===== src/hw/rtl/wstfd_pkg.sv =====
// Shared types and constants of the WebSocket text frame decoder.
// Depends on nothing; used by every module of the block.
`timescale 1ns / 1ps

package wstfd_pkg;

   // Result status codes.
   localparam logic [1:0] ST_PAYLOAD = 2'd0;
   localparam logic [1:0] ST_EMPTY   = 2'd1;
   localparam logic [1:0] ST_FRAG    = 2'd2;
   localparam logic [1:0] ST_OPCODE  = 2'd3;

   // Header field masks and codes.
   localparam logic [7:0] FIN_MASK    = 8'h80;
   localparam logic [7:0] OPCODE_MASK = 8'h0F;
   localparam logic [7:0] LEN7_MASK   = 8'h7F;
   localparam logic [7:0] OPCODE_TEXT = 8'h01;
   localparam logic [7:0] LEN_EXT16   = 8'd126;
   localparam logic [7:0] LEN_EXT64   = 8'd127;
   localparam logic [3:0] EXT16_BYTES = 4'd2;
   localparam logic [3:0] EXT64_BYTES = 4'd8;
   localparam logic [2:0] KEY_BYTES   = 3'd4;

   // Queue between front and back.
   localparam int QUEUE_AW    = 2;
   localparam int QUEUE_DEPTH = 1 << QUEUE_AW;
   localparam int QUEUE_CW    = QUEUE_AW + 1;
   localparam logic [QUEUE_CW-1:0] QUEUE_FULL_COUNT = QUEUE_CW'(QUEUE_DEPTH);

   // Parser phases, one-hot.
   typedef enum logic [4:0] {
      PH_HDR0 = 5'b00001,
      PH_HDR1 = 5'b00010,
      PH_EXT  = 5'b00100,
      PH_KEY  = 5'b01000,
      PH_DATA = 5'b10000
   } phase_type;

   // One classified result waiting for the back end.
   typedef struct packed {
      logic [1:0] status;
      logic [7:0] data;
      logic [7:0] key;
      logic       last;
   } entry_type;

   // Front to queue.
   typedef struct packed {
      logic      valid;
      entry_type entry;
   } push_type;

   // Queue to back.
   typedef struct packed {
      logic      valid;
      entry_type entry;
   } head_type;

endpackage


===== src/hw/rtl/wstfd_front.sv =====
// Front end of the WebSocket text frame decoder: header parser and classifier.
// Depends on wstfd_pkg.
`timescale 1ns / 1ps

module wstfd_front (
   input  logic                 clock,
   input  logic                 reset,
   input  logic                 req_valid,
   input  logic                 req_stall,
   input  logic [7:0]           req_stream_byte,
   output wstfd_pkg::push_type  push
);

   wstfd_pkg::phase_type phase_ff, phase_in;
   logic [3:0]  ext_left_ff, ext_left_in;
   logic        masked_ff, masked_in;
   logic [63:0] frame_len_ff, frame_len_in;
   logic [31:0] key_ff, key_in;
   logic [2:0]  key_left_ff, key_left_in;
   logic [63:0] remaining_ff, remaining_in;
   logic [1:0]  lane_ff, lane_in;

   logic        accept;
   logic [7:0]  b;
   logic [63:0] len_new;
   logic [63:0] rem_dec;
   logic [3:0]  ext_dec;
   logic [2:0]  key_dec;
   logic [7:0]  key_byte;

   assign accept  = req_valid && !req_stall;
   assign b       = req_stream_byte;
   assign rem_dec = remaining_ff - 64'd1;
   assign ext_dec = ext_left_ff - 4'd1;
   assign key_dec = key_left_ff - 3'd1;

   always_comb begin
      case (lane_ff)
         2'd0:    key_byte = key_ff[31:24];
         2'd1:    key_byte = key_ff[23:16];
         2'd2:    key_byte = key_ff[15:8];
         default: key_byte = key_ff[7:0];
      endcase
   end

   always_comb begin
      phase_in     = phase_ff;
      ext_left_in  = ext_left_ff;
      masked_in    = masked_ff;
      frame_len_in = frame_len_ff;
      key_in       = key_ff;
      key_left_in  = key_left_ff;
      remaining_in = remaining_ff;
      lane_in      = lane_ff;
      len_new      = frame_len_ff;
      push         = '0;
      if (accept) begin
         case (phase_ff)
            wstfd_pkg::PH_HDR1: begin
               masked_in    = (b & wstfd_pkg::FIN_MASK) != 8'd0;
               frame_len_in = '0;
               if ((b & wstfd_pkg::LEN7_MASK) == wstfd_pkg::LEN_EXT16) begin
                  ext_left_in = wstfd_pkg::EXT16_BYTES;
                  phase_in    = wstfd_pkg::PH_EXT;
               end else if ((b & wstfd_pkg::LEN7_MASK) == wstfd_pkg::LEN_EXT64) begin
                  ext_left_in = wstfd_pkg::EXT64_BYTES;
                  phase_in    = wstfd_pkg::PH_EXT;
               end else begin
                  len_new      = {56'd0, b & wstfd_pkg::LEN7_MASK};
                  frame_len_in = len_new;
                  if (masked_in) begin
                     key_in      = '0;
                     key_left_in = wstfd_pkg::KEY_BYTES;
                     phase_in    = wstfd_pkg::PH_KEY;
                  end else if (len_new == 64'd0) begin
                     phase_in           = wstfd_pkg::PH_HDR0;
                     push.valid         = 1'b1;
                     push.entry.status  = wstfd_pkg::ST_EMPTY;
                     push.entry.last    = 1'b1;
                  end else begin
                     remaining_in = len_new;
                     lane_in      = 2'd0;
                     phase_in     = wstfd_pkg::PH_DATA;
                  end
               end
            end
            wstfd_pkg::PH_EXT: begin
               len_new      = {frame_len_ff[55:0], b};
               frame_len_in = len_new;
               ext_left_in  = ext_dec;
               if (ext_dec == 4'd0) begin
                  if (masked_ff) begin
                     key_in      = '0;
                     key_left_in = wstfd_pkg::KEY_BYTES;
                     phase_in    = wstfd_pkg::PH_KEY;
                  end else if (len_new == 64'd0) begin
                     phase_in           = wstfd_pkg::PH_HDR0;
                     push.valid         = 1'b1;
                     push.entry.status  = wstfd_pkg::ST_EMPTY;
                     push.entry.last    = 1'b1;
                  end else begin
                     remaining_in = len_new;
                     lane_in      = 2'd0;
                     phase_in     = wstfd_pkg::PH_DATA;
                  end
               end
            end
            wstfd_pkg::PH_KEY: begin
               key_in      = {key_ff[23:0], b};
               key_left_in = key_dec;
               if (key_dec == 3'd0) begin
                  if (frame_len_ff == 64'd0) begin
                     phase_in           = wstfd_pkg::PH_HDR0;
                     push.valid         = 1'b1;
                     push.entry.status  = wstfd_pkg::ST_EMPTY;
                     push.entry.last    = 1'b1;
                  end else begin
                     remaining_in = frame_len_ff;
                     lane_in      = 2'd0;
                     phase_in     = wstfd_pkg::PH_DATA;
                  end
               end
            end
            wstfd_pkg::PH_DATA: begin
               lane_in           = lane_ff + 2'd1;
               remaining_in      = rem_dec;
               push.valid        = 1'b1;
               push.entry.status = wstfd_pkg::ST_PAYLOAD;
               push.entry.data   = b;
               push.entry.key    = masked_ff ? key_byte : 8'd0;
               push.entry.last   = rem_dec == 64'd0;
               if (rem_dec == 64'd0) begin
                  phase_in = wstfd_pkg::PH_HDR0;
               end
            end
            default: begin
               // First header byte: FIN is checked before the opcode.
               if ((b & wstfd_pkg::FIN_MASK) == 8'd0) begin
                  phase_in          = wstfd_pkg::PH_HDR0;
                  push.valid        = 1'b1;
                  push.entry.status = wstfd_pkg::ST_FRAG;
                  push.entry.last   = 1'b1;
               end else if ((b & wstfd_pkg::OPCODE_MASK) != wstfd_pkg::OPCODE_TEXT) begin
                  phase_in          = wstfd_pkg::PH_HDR0;
                  push.valid        = 1'b1;
                  push.entry.status = wstfd_pkg::ST_OPCODE;
                  push.entry.last   = 1'b1;
               end else begin
                  phase_in = wstfd_pkg::PH_HDR1;
               end
            end
         endcase
      end
   end

   always_ff @(posedge clock) begin
      if (reset) begin
         phase_ff    <= wstfd_pkg::PH_HDR0;
         ext_left_ff <= '0;
         masked_ff   <= 1'b0;
         key_left_ff <= '0;
         lane_ff     <= '0;
      end else begin
         phase_ff    <= phase_in;
         ext_left_ff <= ext_left_in;
         masked_ff   <= masked_in;
         key_left_ff <= key_left_in;
         lane_ff     <= lane_in;
      end
   end

   always_ff @(posedge clock) begin
      frame_len_ff <= frame_len_in;
      key_ff       <= key_in;
      remaining_ff <= remaining_in;
   end

endmodule


===== src/hw/rtl/wstfd_queue.sv =====
// Short queue of classified results between front and back end.
// Depends on wstfd_pkg.
`timescale 1ns / 1ps

module wstfd_queue (
   input  logic                 clock,
   input  logic                 reset,
   input  wstfd_pkg::push_type  push,
   input  logic                 pop,
   output logic                 full,
   output wstfd_pkg::head_type  head
);

   wstfd_pkg::entry_type mem_ff [wstfd_pkg::QUEUE_DEPTH];
   logic [wstfd_pkg::QUEUE_AW-1:0] wr_ptr_ff, wr_ptr_in;
   logic [wstfd_pkg::QUEUE_AW-1:0] rd_ptr_ff, rd_ptr_in;
   logic [wstfd_pkg::QUEUE_CW-1:0] count_ff, count_in;
   logic do_push, do_pop;

   assign full       = count_ff == wstfd_pkg::QUEUE_FULL_COUNT;
   assign head.valid = count_ff != '0;
   assign head.entry = mem_ff[rd_ptr_ff];
   assign do_push    = push.valid && !full;
   assign do_pop     = pop && head.valid;

   always_comb begin
      wr_ptr_in = do_push ? wr_ptr_ff + 1'b1 : wr_ptr_ff;
      rd_ptr_in = do_pop ? rd_ptr_ff + 1'b1 : rd_ptr_ff;
      case ({do_push, do_pop})
         2'b10:   count_in = count_ff + 1'b1;
         2'b01:   count_in = count_ff - 1'b1;
         default: count_in = count_ff;
      endcase
   end

   always_ff @(posedge clock) begin
      if (reset) begin
         wr_ptr_ff <= '0;
         rd_ptr_ff <= '0;
         count_ff  <= '0;
      end else begin
         wr_ptr_ff <= wr_ptr_in;
         rd_ptr_ff <= rd_ptr_in;
         count_ff  <= count_in;
      end
   end

   always_ff @(posedge clock) begin
      if (do_push) begin
         mem_ff[wr_ptr_ff] <= push.entry;
      end
   end

endmodule


===== src/hw/rtl/wstfd_back.sv =====
// Back end of the WebSocket text frame decoder: unmasking and output register.
// Depends on wstfd_pkg.
`timescale 1ns / 1ps

module wstfd_back (
   input  logic                 clock,
   input  logic                 reset,
   input  wstfd_pkg::head_type  head,
   output logic                 pop,
   output logic                 rsp_valid,
   input  logic                 rsp_stall,
   output logic [1:0]           rsp_status,
   output logic [7:0]           rsp_payload_byte,
   output logic                 rsp_last
);

   logic       valid_ff, valid_in;
   logic [1:0] status_ff;
   logic [7:0] byte_ff;
   logic       last_ff;

   // Output register loads a waiting entry when empty or when its transfer completes.
   assign pop      = head.valid && (!valid_ff || !rsp_stall);
   assign valid_in = pop ? 1'b1 : (valid_ff && rsp_stall);

   always_ff @(posedge clock) begin
      if (reset) begin
         valid_ff <= 1'b0;
      end else begin
         valid_ff <= valid_in;
      end
   end

   always_ff @(posedge clock) begin
      if (pop) begin
         status_ff <= head.entry.status;
         byte_ff   <= head.entry.data ^ head.entry.key;
         last_ff   <= head.entry.last;
      end
   end

   assign rsp_valid        = valid_ff;
   assign rsp_status       = status_ff;
   assign rsp_payload_byte = byte_ff;
   assign rsp_last         = last_ff;

endmodule


===== src/hw/rtl/websocket_text_frame_decoder.sv =====
// WebSocket text frame decoder, top level. Accepts one stream byte per cycle unless stalled.
// A result passes through the queue and the output register before it shows on rsp.
// Throughput: one byte per cycle while req_stall is low. Header bytes give a result only
// for empty messages and errors; a 4-entry queue absorbs rsp stalls before req stalls.
// Reset is synchronous and active high; it returns the parser to the first header byte.
// Depends on wstfd_pkg, wstfd_front, wstfd_queue and wstfd_back.
`timescale 1ns / 1ps

module websocket_text_frame_decoder (
   input  logic       clock,
   input  logic       reset,
   input  logic       req_valid,
   output logic       req_stall,
   input  logic [7:0] req_stream_byte,
   output logic       rsp_valid,
   input  logic       rsp_stall,
   output logic [1:0] rsp_status,
   output logic [7:0] rsp_payload_byte,
   output logic       rsp_last
);

   // The front end walks the frame header one byte at a time. Each byte that
   // produces a result (a payload byte, an empty message or a header error) is
   // classified there and written to the queue together with its mask key byte.
   wstfd_pkg::push_type push;
   wstfd_pkg::head_type head;
   logic                queue_full;
   logic                pop;

   // The front end stalls whenever the queue is full, so a result waiting on the
   // rsp side can block bytes that produce no result as well.
   assign req_stall = queue_full;

   wstfd_front u_front (
      .clock           (clock),
      .reset           (reset),
      .req_valid       (req_valid),
      .req_stall       (req_stall),
      .req_stream_byte (req_stream_byte),
      .push            (push)
   );

   // The queue decouples the parser from the output side; each part stalls on
   // its own.
   wstfd_queue u_queue (
      .clock (clock),
      .reset (reset),
      .push  (push),
      .pop   (pop),
      .full  (queue_full),
      .head  (head)
   );

   // The back end applies the mask key and holds the result in the output
   // register until its transfer completes.
   wstfd_back u_back (
      .clock            (clock),
      .reset            (reset),
      .head             (head),
      .pop              (pop),
      .rsp_valid        (rsp_valid),
      .rsp_stall        (rsp_stall),
      .rsp_status       (rsp_status),
      .rsp_payload_byte (rsp_payload_byte),
      .rsp_last         (rsp_last)
   );

endmodule


===== config.mk =====
export PLATFORM = sky130hd
export DESIGN_NAME = websocket_text_frame_decoder
export DESIGN_NICKNAME = d
export VERILOG_FILES = /design/src/hw/rtl/wstfd_pkg.sv /design/src/hw/rtl/wstfd_front.sv /design/src/hw/rtl/wstfd_queue.sv /design/src/hw/rtl/wstfd_back.sv /design/src/hw/rtl/websocket_text_frame_decoder.sv
export SDC_FILE = /design/constraint.sdc
export NUM_CORES = 1
export LEC_CHECK = 0
export BUFFER_PORTS_ARGS = -buffer_cell sky130_fd_sc_hd__buf_4
export CAP_MARGIN = 20
export CORE_MARGIN = 2
export CORE_UTILIZATION = 55
export CTS_BUF_LIST = sky130_fd_sc_hd__clkbuf_2
export DETAILED_ROUTE_END_ITERATION = 8
export PLACE_DENSITY = 0.73
export SLEW_MARGIN = 20
export SYNTH_ARGS = -nofsm -noshare
export SYNTH_HDL_FRONTEND = slang
export SYNTH_HIERARCHICAL = 1
export SYNTH_SLANG_ARGS = --single-unit
export TNS_END_PERCENT = 20

===== constraint.sdc =====
create_clock -name clock -period 11.3 [get_ports clock]
set_input_delay 0.565 -clock clock [delete_from_list [all_inputs] [get_ports clock]]
set_output_delay 0.565 -clock clock [all_outputs]
set_load 0.1 [all_outputs]

* Word level (Yosys, flattened, before mapping)
Memory sizes are Yosys's and may differ from the RTL's. A register that Yosys moved wholly into a read port is not among the register bits. Cells that the tools add are included.
Storage, ports and cells: word-level logic and storage cells 163, bits in registers 194, memories kept 1, RAM bits 76
Cells by class: mux-type cells 85, eq/ne operators 25, add/subtract/negate cells 8, bitwise gates (word level) 1, reductions and logical operators 28
Memories:
- u_queue.mem_ff | depth 4, width 19, rd ports 1, clocked after Yosys merged registers in 1, wr ports 1, RTL line wstfd_queue.sv:14 | wstfd_pkg::entry_type mem_ff [wstfd_pkg::QUEUE_DEPTH];
Operator list (count):
- $mux W64 | 10
- $pmux W64 S4 | 1
- $logic_not A64 Y1 | 3
- $mux W32 | 5
- $pmux W64 S2 | 1
- $pmux W32 S3 | 1
- $sub A64 B1 Y64 const B | 1
- $mux W5 | 11
- $mux W3 | 16
- $mux W2 | 12
- $pmux W8 S3 | 1
- $mux W20 | 1
- $pmux W5 S4 | 1
- $logic_not A8 Y1 | 2
- $mux W16 | 1
- $ne A2 B2 Y1 const B | 8
- $eq A7 B7 Y1 const B | 2
- $mux W1 | 14
- $pmux W3 S4 | 1
- $reduce_and A11 Y1 | 1
- $pmux W3 S3 | 1
- $mux W4 | 2
- $mux W8 | 1
- $ne A2 B1 Y1 const B | 4
- other kinds (32) | 46

* Logic depth before layout (Yosys ltp)
Gate-level depths: netlist of run 1.
depth in word-level cells 10, depth in mapped cells 17, depth with buffers taken out 17

* By module
Netlist of run 1, hierarchy kept.
By module, submodules not included:
- wstfd_front | area each 9375.2 um^2, instances 1, cells each 886
- wstfd_queue | area each 3260.6 um^2, instances 1, cells each 151
- wstfd_back | area each 436.7 um^2, instances 1, cells each 23

* Worst setup path before layout of run 1
Ideal clock, no wire load.
path kind register to register, start reg u_queue/count_ff[2] (netlist bit), end reg u_front.ext_left_ff[2], data required time 11.172 ns, stages on the path, launching flop included 9, clock period less this slack 5.077 ns, path buffers 1, setup time 0.128 ns, arrival 4.949 ns, path slack 6.223 ns, path through dfxtp_1 > nor3b_2 > nand2b_1 > a21oi_1 > nor2b_1 > clkbuf_1 > o21ai_0 > a32oi_1 > nor2_1
Between the ends: longest elaborated chain between the ends 4
RTL lines:
- start, declared | RTL line wstfd_queue.sv:17 | logic [wstfd_pkg::QUEUE_CW-1:0] count_ff, count_in;
- start signal, assigned | RTL line wstfd_queue.sv:44 | count_ff <= count_in;
- $eq A3 B3 Y1 | RTL line wstfd_queue.sv:20 | assign full = count_ff == wstfd_pkg::QUEUE_FULL_COUNT;
- net req_stall | RTL line websocket_text_frame_decoder.sv:13 | output logic req_stall,
- $logic_not A1 Y1 | RTL line wstfd_front.sv:31 | assign accept = req_valid && !req_stall;
- $logic_and A1 B1 Y1 | RTL line wstfd_front.sv:31
- $reduce_and A3 Y1 (no line)
- end signal, assigned | RTL line wstfd_front.sv:165 | ext_left_ff <= ext_left_in;
- end, declared | RTL line wstfd_front.sv:15 | logic [3:0] ext_left_ff, ext_left_in;
The timed path passes the listed nets, and every way through them passes these cells. A chain may end at the register's enable or synchronous reset.

==> results of run 1 <==
power groups by stage:
stage	clock network (µW)	logic [µW]	registers (µW)
global route	841	473	1250
floorplan	0	212	1400
detailed placement	0	446	1260
CTS	792	448	1240
finish	773	445	1240
global placement	0	441	1260
stage by stage:
stage                     instance area, µm²  hold WS (ns)  worst slack (ns)  instances
after floorplan                        13100         0.432              6.22       1060
after global placement                 13500         0.439              7.31       1361
after detailed placement               13500         0.452              7.21       1361
after CTS                              14300        0.0377              7.23       1488
after global routing                   14300        0.0342              6.91       1490
final                                  14300        0.0989              7.17       1490
kinds of logic (layout without fill, tap and decap cells):
kind of cell | after synthesis | count (layout)
muxes | 20 | 20
buffers and inverters | 71 | 180
AOI/OAI and AO/OA | 189 | 189
and+or+nand+nor | 418 | 418
other | 0 | 2
xor gates and xnor gates | 74 | 74
DFF | 272 | 272
adders and majority gates | 16 | 16
final cells by class:
class | instances | area share
Clock buffer | 108 | 0.0378
Timing Repair Buffer | 34 | 0.0182
Clock inverter | 17 | 0.0147
Antenna cell | 2 | 0.000350
Tap cell | 319 | 0.0279
Multi-Input combinational cell | 717 | 0.341
Sequential cell | 272 | 0.554
Inverter | 21 | 0.00552
state kept, by name, indices dropped and copies added, names as in the netlist, 3 cells and up, named ones only:
| name | flops |
|---|---|
| u_queue/mem_ff | 76 |
| u_front/frame_len_ff | 64 |
| u_front/remaining_ff | 64 |
| u_front/key_ff | 32 |
| u_back/rsp_payload_byte | 8 |
| u_front/phase_ff | 5 |
| u_front/ext_left_ff | 4 |
| u_front/key_left_ff | 3 |
| u_queue/count_ff | 3 |
worst max-delay path: cells and delay by family, from the launching register on:
kind                   cells  cell delay, ns
AND/OR/NAND/NOR            8            2.84
AO/OA/AOI/OAI              2            0.36
buffers and inverters      1            0.08
flip-flops                 1            0.47
cells in the mapped netlist, types with 3 or more instances:
| library cell | n |
|---|---|
| xor2_1 | 35 |
| nand3_1 | 20 |
| nor4b_1 | 4 |
| nor2_1 | 76 |
| and2_1 | 100 |
| inv_1 | 21 |
| nor2b_1 | 4 |
| mux4_2 | 10 |
| ha_1 | 15 |
| nor3_1 | 40 |
| mux4_1 | 9 |
| nand4_1 | 10 |
| a22oi_1 | 4 |
| and3_1 | 20 |
| o21ai_0 | 65 |
| nor4_2 | 5 |
| nor3b_1 | 3 |
| nor4_1 | 44 |
| or3_1 | 13 |
| a221o_1 | 8 |
| nand2b_1 | 7 |
| edfxtp_1 | 247 |
| or2_2 | 5 |
| a221oi_1 | 3 |
| o21a_1 | 3 |
| buf_2 | 6 |
| nand2_1 | 45 |
| a222oi_1 | 8 |
| a21oi_1 | 78 |
| o22ai_1 | 3 |
| dfxtp_1 | 25 |
| xnor2_1 | 39 |
| clkbuf_1 | 39 |
worst max-delay path by stage:
stage	start	endpoint	slack (ns)
6_report	u_front/frame_len_ff[50]	u_queue/mem_ff[1][17]	7.17
5_1_grt	u_front/frame_len_ff[50]	u_queue/mem_ff[1][16]	6.91
4_1_cts	u_front/frame_len_ff[50]	u_queue/mem_ff[1][17]	7.23
3_5_place_dp	u_front/frame_len_ff[50]	u_queue/mem_ff[1][4]	7.21
3_3_place_gp	u_front/frame_len_ff[50]	u_queue/mem_ff[1][6]	7.31
2_1_floorplan	u_queue/count_ff[2]	u_front/ext_left_ff[2]	6.22
metal layers:
layer,vias up,share of wire
met4,0,0.040
met1,4392,0.42
met2,512,0.46
li1,4184,-
met3,93,0.081
met5,-,0
==> impl_metrics.json, run 1 <==
{
  "cts_resized": 0,
  "met3_usage": 0.0487,
  "r2r_cells": 11,
  "synthMuxAreaShare": 0.0361,
  "post_cts_buffers": 0,
  "viasPerCell": 6.16,
  "finalClockSkew_ns": 0.0734,
  "powerDensity_nw_per_um2": 172,
  "status": "finished clean",
  "overflow": 0,
  "syn_to_final_growth_pct": 9.25,
  "ys.flop_type": "edfxtp_1",
  "synth_compound_area_frac": 0.0853,
  "yosys.area_share.simple": 0.184,
  "wl_per_cell_um": 20.7,
  "path_cells": "nor4_1, nand4_1, nor4_1, and3_1, nand2_1, o21ai_0, nor2_1, a21oi_1, inv_1, nor2_1, and2_1",
  "cts_tree": "built",
  "grt_max_degree": 103,
  "final-seq-area_um2": 7920,
  "worstHoldEndpoint": "u_front/key_ff[1]",
  "syn_inst": 1060,
  "internal_power_uw": 1690,
  "grt_pass1_vias": 8873,
  "cts-root-buf": "clkbuf_2",
  "synthTopCellsByArea": "edfxtp_1 57%, and2_1 4.8%, dfxtp_1 3.8%, a21oi_1 3.0%, xnor2_1 2.6%",
  "slowest_delay_ns": 0.86,
  "use_met2": 0.384,
  "ioPinCount": 25,
  "busiest_layer": "met2",
  "placementRows": 56,
  "leakage_uw": 0.00488,
  "worstHoldStart": "req_stream_byte[1]",
  "synth-seq-cells": 272,
  "rsz0062_at_grt": "no",
  "synth_top_family_by_area": "simple AND/OR/NAND/NOR gates",
  "cts_buffers": 71,
  "p_switching_uw": 764,
  "fin_crit_sh": 0.365,
  "routed_wl_mm": 30.8,
  "final_core_util": 0.610,
  "io_buffers": 24,
  "irDropWorstVdd_mv": 0.215,
  "antenna_found_initial": 1,
  "cp-end-kind": "register",
  "cts_hold_buffers": 2,
  "synthAdderAreaFrac": 0.0159,
  "synth_area_leader_cell": "edfxtp_1",
  "globalplace.congestion": 0.930,
  "multiInputGateArea_um2": 4870,
  "fp.coreArea_um2": 23400,
  "setup_tns_ns": 0,
  "switching_share": 0.311,
  "synth_fp_nets": 1088,
  "htreeDepth": 3,
  "power.share.sequential": 0.504,
  "synth_top_area_share": 0.567,
  "clkSinkCount": 272,
  "period_needed_ns": 4.13,
  "critPathLaunchType": "register",
  "drc": 0,
  "r2r-end": "u_queue/mem_ff[1][17]",
  "cts_buffer_depth": 3,
  "insertion_delay_ns": 0.86,
  "syn_area_um2": 13100,
  "tightest_slew_ns": 1.04,
  "reg2reg_from": "u_front/frame_len_ff[50]",
  "ys_seq_area_frac": 0.606,
  "drv_slew": 0,
  "grt_use_met1": 0.366,
  "synth_cell_types": 70,
  "timing.fmax_mhz": 242,
  "vias": 9181,
  "drtPass1Iterations": 6,
  "hold_depth": 2,
  "die_area_um2": 25000,
  "layout_common_cells": "247 x edfxtp_1, 108 x clkbuf_2, 100 x and2_1, 77 x a21oi_1, 76 x nor2_1",
  "ys_async_sr_fraction": 0,
  "power_uw": 2460,
  "crit_slowest_cell": "and2_1",
  "dpl.hpwl_mm": 20.9,
  "drt-initial-drc-count": 1186,
  "fin_nets": 1145,
  "grt_usage": 0.257,
  "synth_xor_area_frac": 0.0496,
  "n_fill_cell": 1927,
  "grt_pass1_wl_mm": 48.4,
  "cp.required_ns": 11.73,
  "start_util": 0.559,
  "power_frac_comb": 0.181,
  "die_x_um": 158,
  "syn_avg_cell_area_um2": 12.3,
  "setup_viol": 0,
  "die_h_um": 158,
  "synth-edff-count": 247,
  "cp_max_fo": 19,
  "yosys_warnings": 6,
  "cp.arrival_ns": 4.55,
  "max_cap_viol_count": 0,
  "reg2reg_setup_slack_ns": 7.17,
  "min_path_type": "in -> reg",
  "finalHoldViolations": 0,
  "max_slew_margin": 0.301,
  "ant_nets": 0,
  "path_clk_slew_ns": 0.11,
  "critical_path_class": "reg -> reg",
  "layout_commonest_cell": "edfxtp_1",
  "layout-drive-gt1-share": 0.162,
  "p_clk_frac": 0.315
}
Power figures use the tool's default switching activity.
==> inputs of run 2 (changes only) <==
--- a/config.mk
+++ b/config.mk
@@ -11,7 +11,7 @@
 export CORE_UTILIZATION = 55
 export CTS_BUF_LIST = sky130_fd_sc_hd__clkbuf_2
 export DETAILED_ROUTE_END_ITERATION = 8
-export PLACE_DENSITY = 0.73
+export PLACE_DENSITY = 0.76
 export SLEW_MARGIN = 20
 export SYNTH_ARGS = -nofsm -noshare
 export SYNTH_HDL_FRONTEND = slang
==> constraint.sdc (replaced) <==
create_clock -name clock -period 3.39 [get_ports clock]
set_input_delay 0.1695 -clock clock [delete_from_list [all_inputs] [get_ports clock]]
set_output_delay 0.1695 -clock clock [all_outputs]
set_load 0.1 [all_outputs]
==> impl_metrics.json, run 2 (same netlist as run 1, synthesis figures left out) <==
{
  "fin_nets": 1247,
  "crit_top_cell": "buf_4",
  "drv_slew": 0,
  "overflow": 0,
  "status": "complete, but fails checks",
  "largest_reg_flops": 76,
  "regMostFlops": "u_queue/mem_ff",
  "cts_buffers": 70,
  "max_cap_viol_count": 0,
  "reg_top3": "u_queue/mem_ff: 76 flops, u_front/frame_len_ff: 64 flops, u_front/remaining_ff: 64 flops",
  "grt_pass1_wl_mm": 49.4,
  "wl_per_cell_um": 20.2,
  "cp.required_ns": 4.11,
  "drc": 0,
  "tightest_slew_ns": 0.880,
  "drtPass1Iterations": 6,
  "crit_family": "simple AND/OR/NAND/NOR gates",
  "slowest_delay_ns": 0.47,
  "busiest_layer": "met2",
  "use_met2": 0.400,
  "min_path_type": "in -> reg",
  "grt_use_met1": 0.355,
  "power_uw": 8100,
  "cts-root-buf": "clkbuf_2",
  "dpl.hpwl_mm": 21.4,
  "htreeDepth": 3,
  "leakage_uw": 0.00540,
  "viasPerCell": 6.08,
  "final_area_um2": 15300,
  "cp-end-kind": "register",
  "layout-drive-gt1-share": 0.249,
  "routed_wl_mm": 32.2,
  "met3_usage": 0.0534,
  "die_h_um": 158,
  "place_ws_ns": -0.0965,
  "crit_slowest_cell": "edfxtp_1",
  "path_cells": "inv_1, ha_2, nor4b_4, buf_4, nand4_4, nor4_4, xnor2_1, nand4_1, nor4_2, buf_4, and4_4, a21oi_2, o41a_1",
  "grt_pass1_vias": 9197,
  "reg2reg_setup_slack_ns": -0.04,
  "ioPinCount": 25,
  "setup_ws_ns": -0.0437,
  "die_area_um2": 25000,
  "hold_depth": 3,
  "io_buffers": 24,
  "r2r-end": "u_front/phase_ff[4]",
  "clkSinkCount": 272,
  "powerDensity_nw_per_um2": 529,
  "cp.arrival_ns": 4.15,
  "grt_max_degree": 65,
  "dpl-instance-area_um2": 14200,
  "critical_path_class": "reg -> reg",
  "path_clk_slew_ns": 0.10,
  "cts_buffer_depth": 3,
  "critical_path_depth": 13,
  "cts_tree": "built",
  "die_x_um": 158,
  "endpoint": "u_front/phase_ff[4]",
  "grt_usage": 0.260,
  "max_slew_margin": 0.413,
  "period_needed_ns": 3.43,
  "rsz0062_at_grt": "yes",
  "critPathLaunchType": "register",
  "layout_common_cells": "247 x edfxtp_1, 116 x buf_4, 107 x clkbuf_2, 100 x and2_1, 75 x a21oi_1",
  "critPathBufInv": 3,
  "globalplace.congestion": 0.917,
  "drt-initial-drc-count": 1112,
  "insertion_delay_ns": 0.90,
  "finalHoldViolations": 0,
  "irDropWorstVdd_mv": 0.436,
  "placementRows": 56,
  "r2r_cells": 13,
  "violations": "negative setup slack",
  "vias": 9687,
  "layout_commonest_cell": "edfxtp_1",
  "setup_viol": 1,
  "fin_crit_sh": 1.01,
  "finalClockSkew_ns": 0.115,
  "reg2reg_from": "u_front/remaining_ff[1]",
  "ant_nets": 0,
  "syn_to_final_growth_pct": 17.3,
  "antenna_found_initial": 1,
  "timing.fmax_mhz": 291,
  "fp.coreArea_um2": 23400,
  "start_util": 0.559,
  "cp-startpoint": "u_front/remaining_ff[1]",
  "cp_max_fo": 4
}
[run 2: cell count changes in the layout (fill, tap and decap cells not counted), sizes merged]
cell | previous run | this run
clkinvlp | 1 | 4
diode | 2 | 1
dlygate4sd3 | 2 | 15
buf | 32 | 122
bufinv | 5 | 2
clkbuf | 108 | 107
clkinv | 11 | 13
[run 2: stage by stage]
stage / TNS, ns / std cells / util / hold WS [ns]
finish: -0.0437 / 1593 / 0.655 / 0.197
global route: -0.523 / 1593 / 0.655 / 0.173
CTS: 0 / 1582 / 0.644 / 0.154
detailed placement: -0.128 / 1439 / 0.605 / 0.421
global placement: -0.0938 / 1439 / 0.605 / 0.404
floorplan: 0 / 1060 / - / 0.239
[run 2: worst register-to-register path, stage by stage, from the launching register on]
cell and delay, ns:
edfxtp_1 0.47, inv_1 0.11, ha_2 0.20, nor4b_4 0.21
buf_4 0.18, nand4_4 0.16, nor4_4 0.36, xnor2_1 0.22
nand4_1 0.20, nor4_2 0.31, buf_4 0.16, and4_4 0.22
a21oi_2 0.05, o41a_1 0.43
[run 2: final cells by class]
type                            instances  area (µm²)
Fill cell                            1761        8070
Sequential cell                       272        7920
Multi-Input combinational cell        717        5120
Timing Repair Buffer                  137        1130
Clock buffer                          107         536
Tap cell                              319         399
Clock inverter                         19         146
Inverter                               21        78.8
Antenna cell                            1        2.50
[run 2: how the worst min path moves through the flow]
stage / from / end
floorplan: reset / u_front/key_left_ff[0]
global placement: rsp_stall / u_back/rsp_valid
detailed placement: rsp_stall / u_back/rsp_valid
CTS: req_stream_byte[3] / u_front/frame_len_ff[3]
global route: req_stream_byte[2] / u_front/frame_len_ff[2]
finish: req_stream_byte[3] / u_front/frame_len_ff[3]
[run 2: what timing repair did]
action | CTS | global route
hold endpoints to repair | 100 | 0
endpoints found under the setup margin | 2 | 23
pin swaps | 4 | 20
gates resized for setup | 10 | 40
hold buffers | 15 | 0
setup buffers | 2 | 10
[run 2: per-layer routing]
metal / share of wire / wire, µm
met3: 0.084 / 2700
met4: 0.048 / 1530
met2: 0.47 / 15100
met1: 0.40 / 12900
met5: 0 / 0
[run 2: power breakdown]
| part | leakage, µW | switching [µW] | internal, µW |
|---|---|---|---|
| Combinational | 0.00238 | 1110 | 557 |
| Clock | 0.000501 | 1380 | 995 |
| Sequential | 0.00252 | 116 | 3950 |
| Total | 0.00540 | 2600 | 5500 |
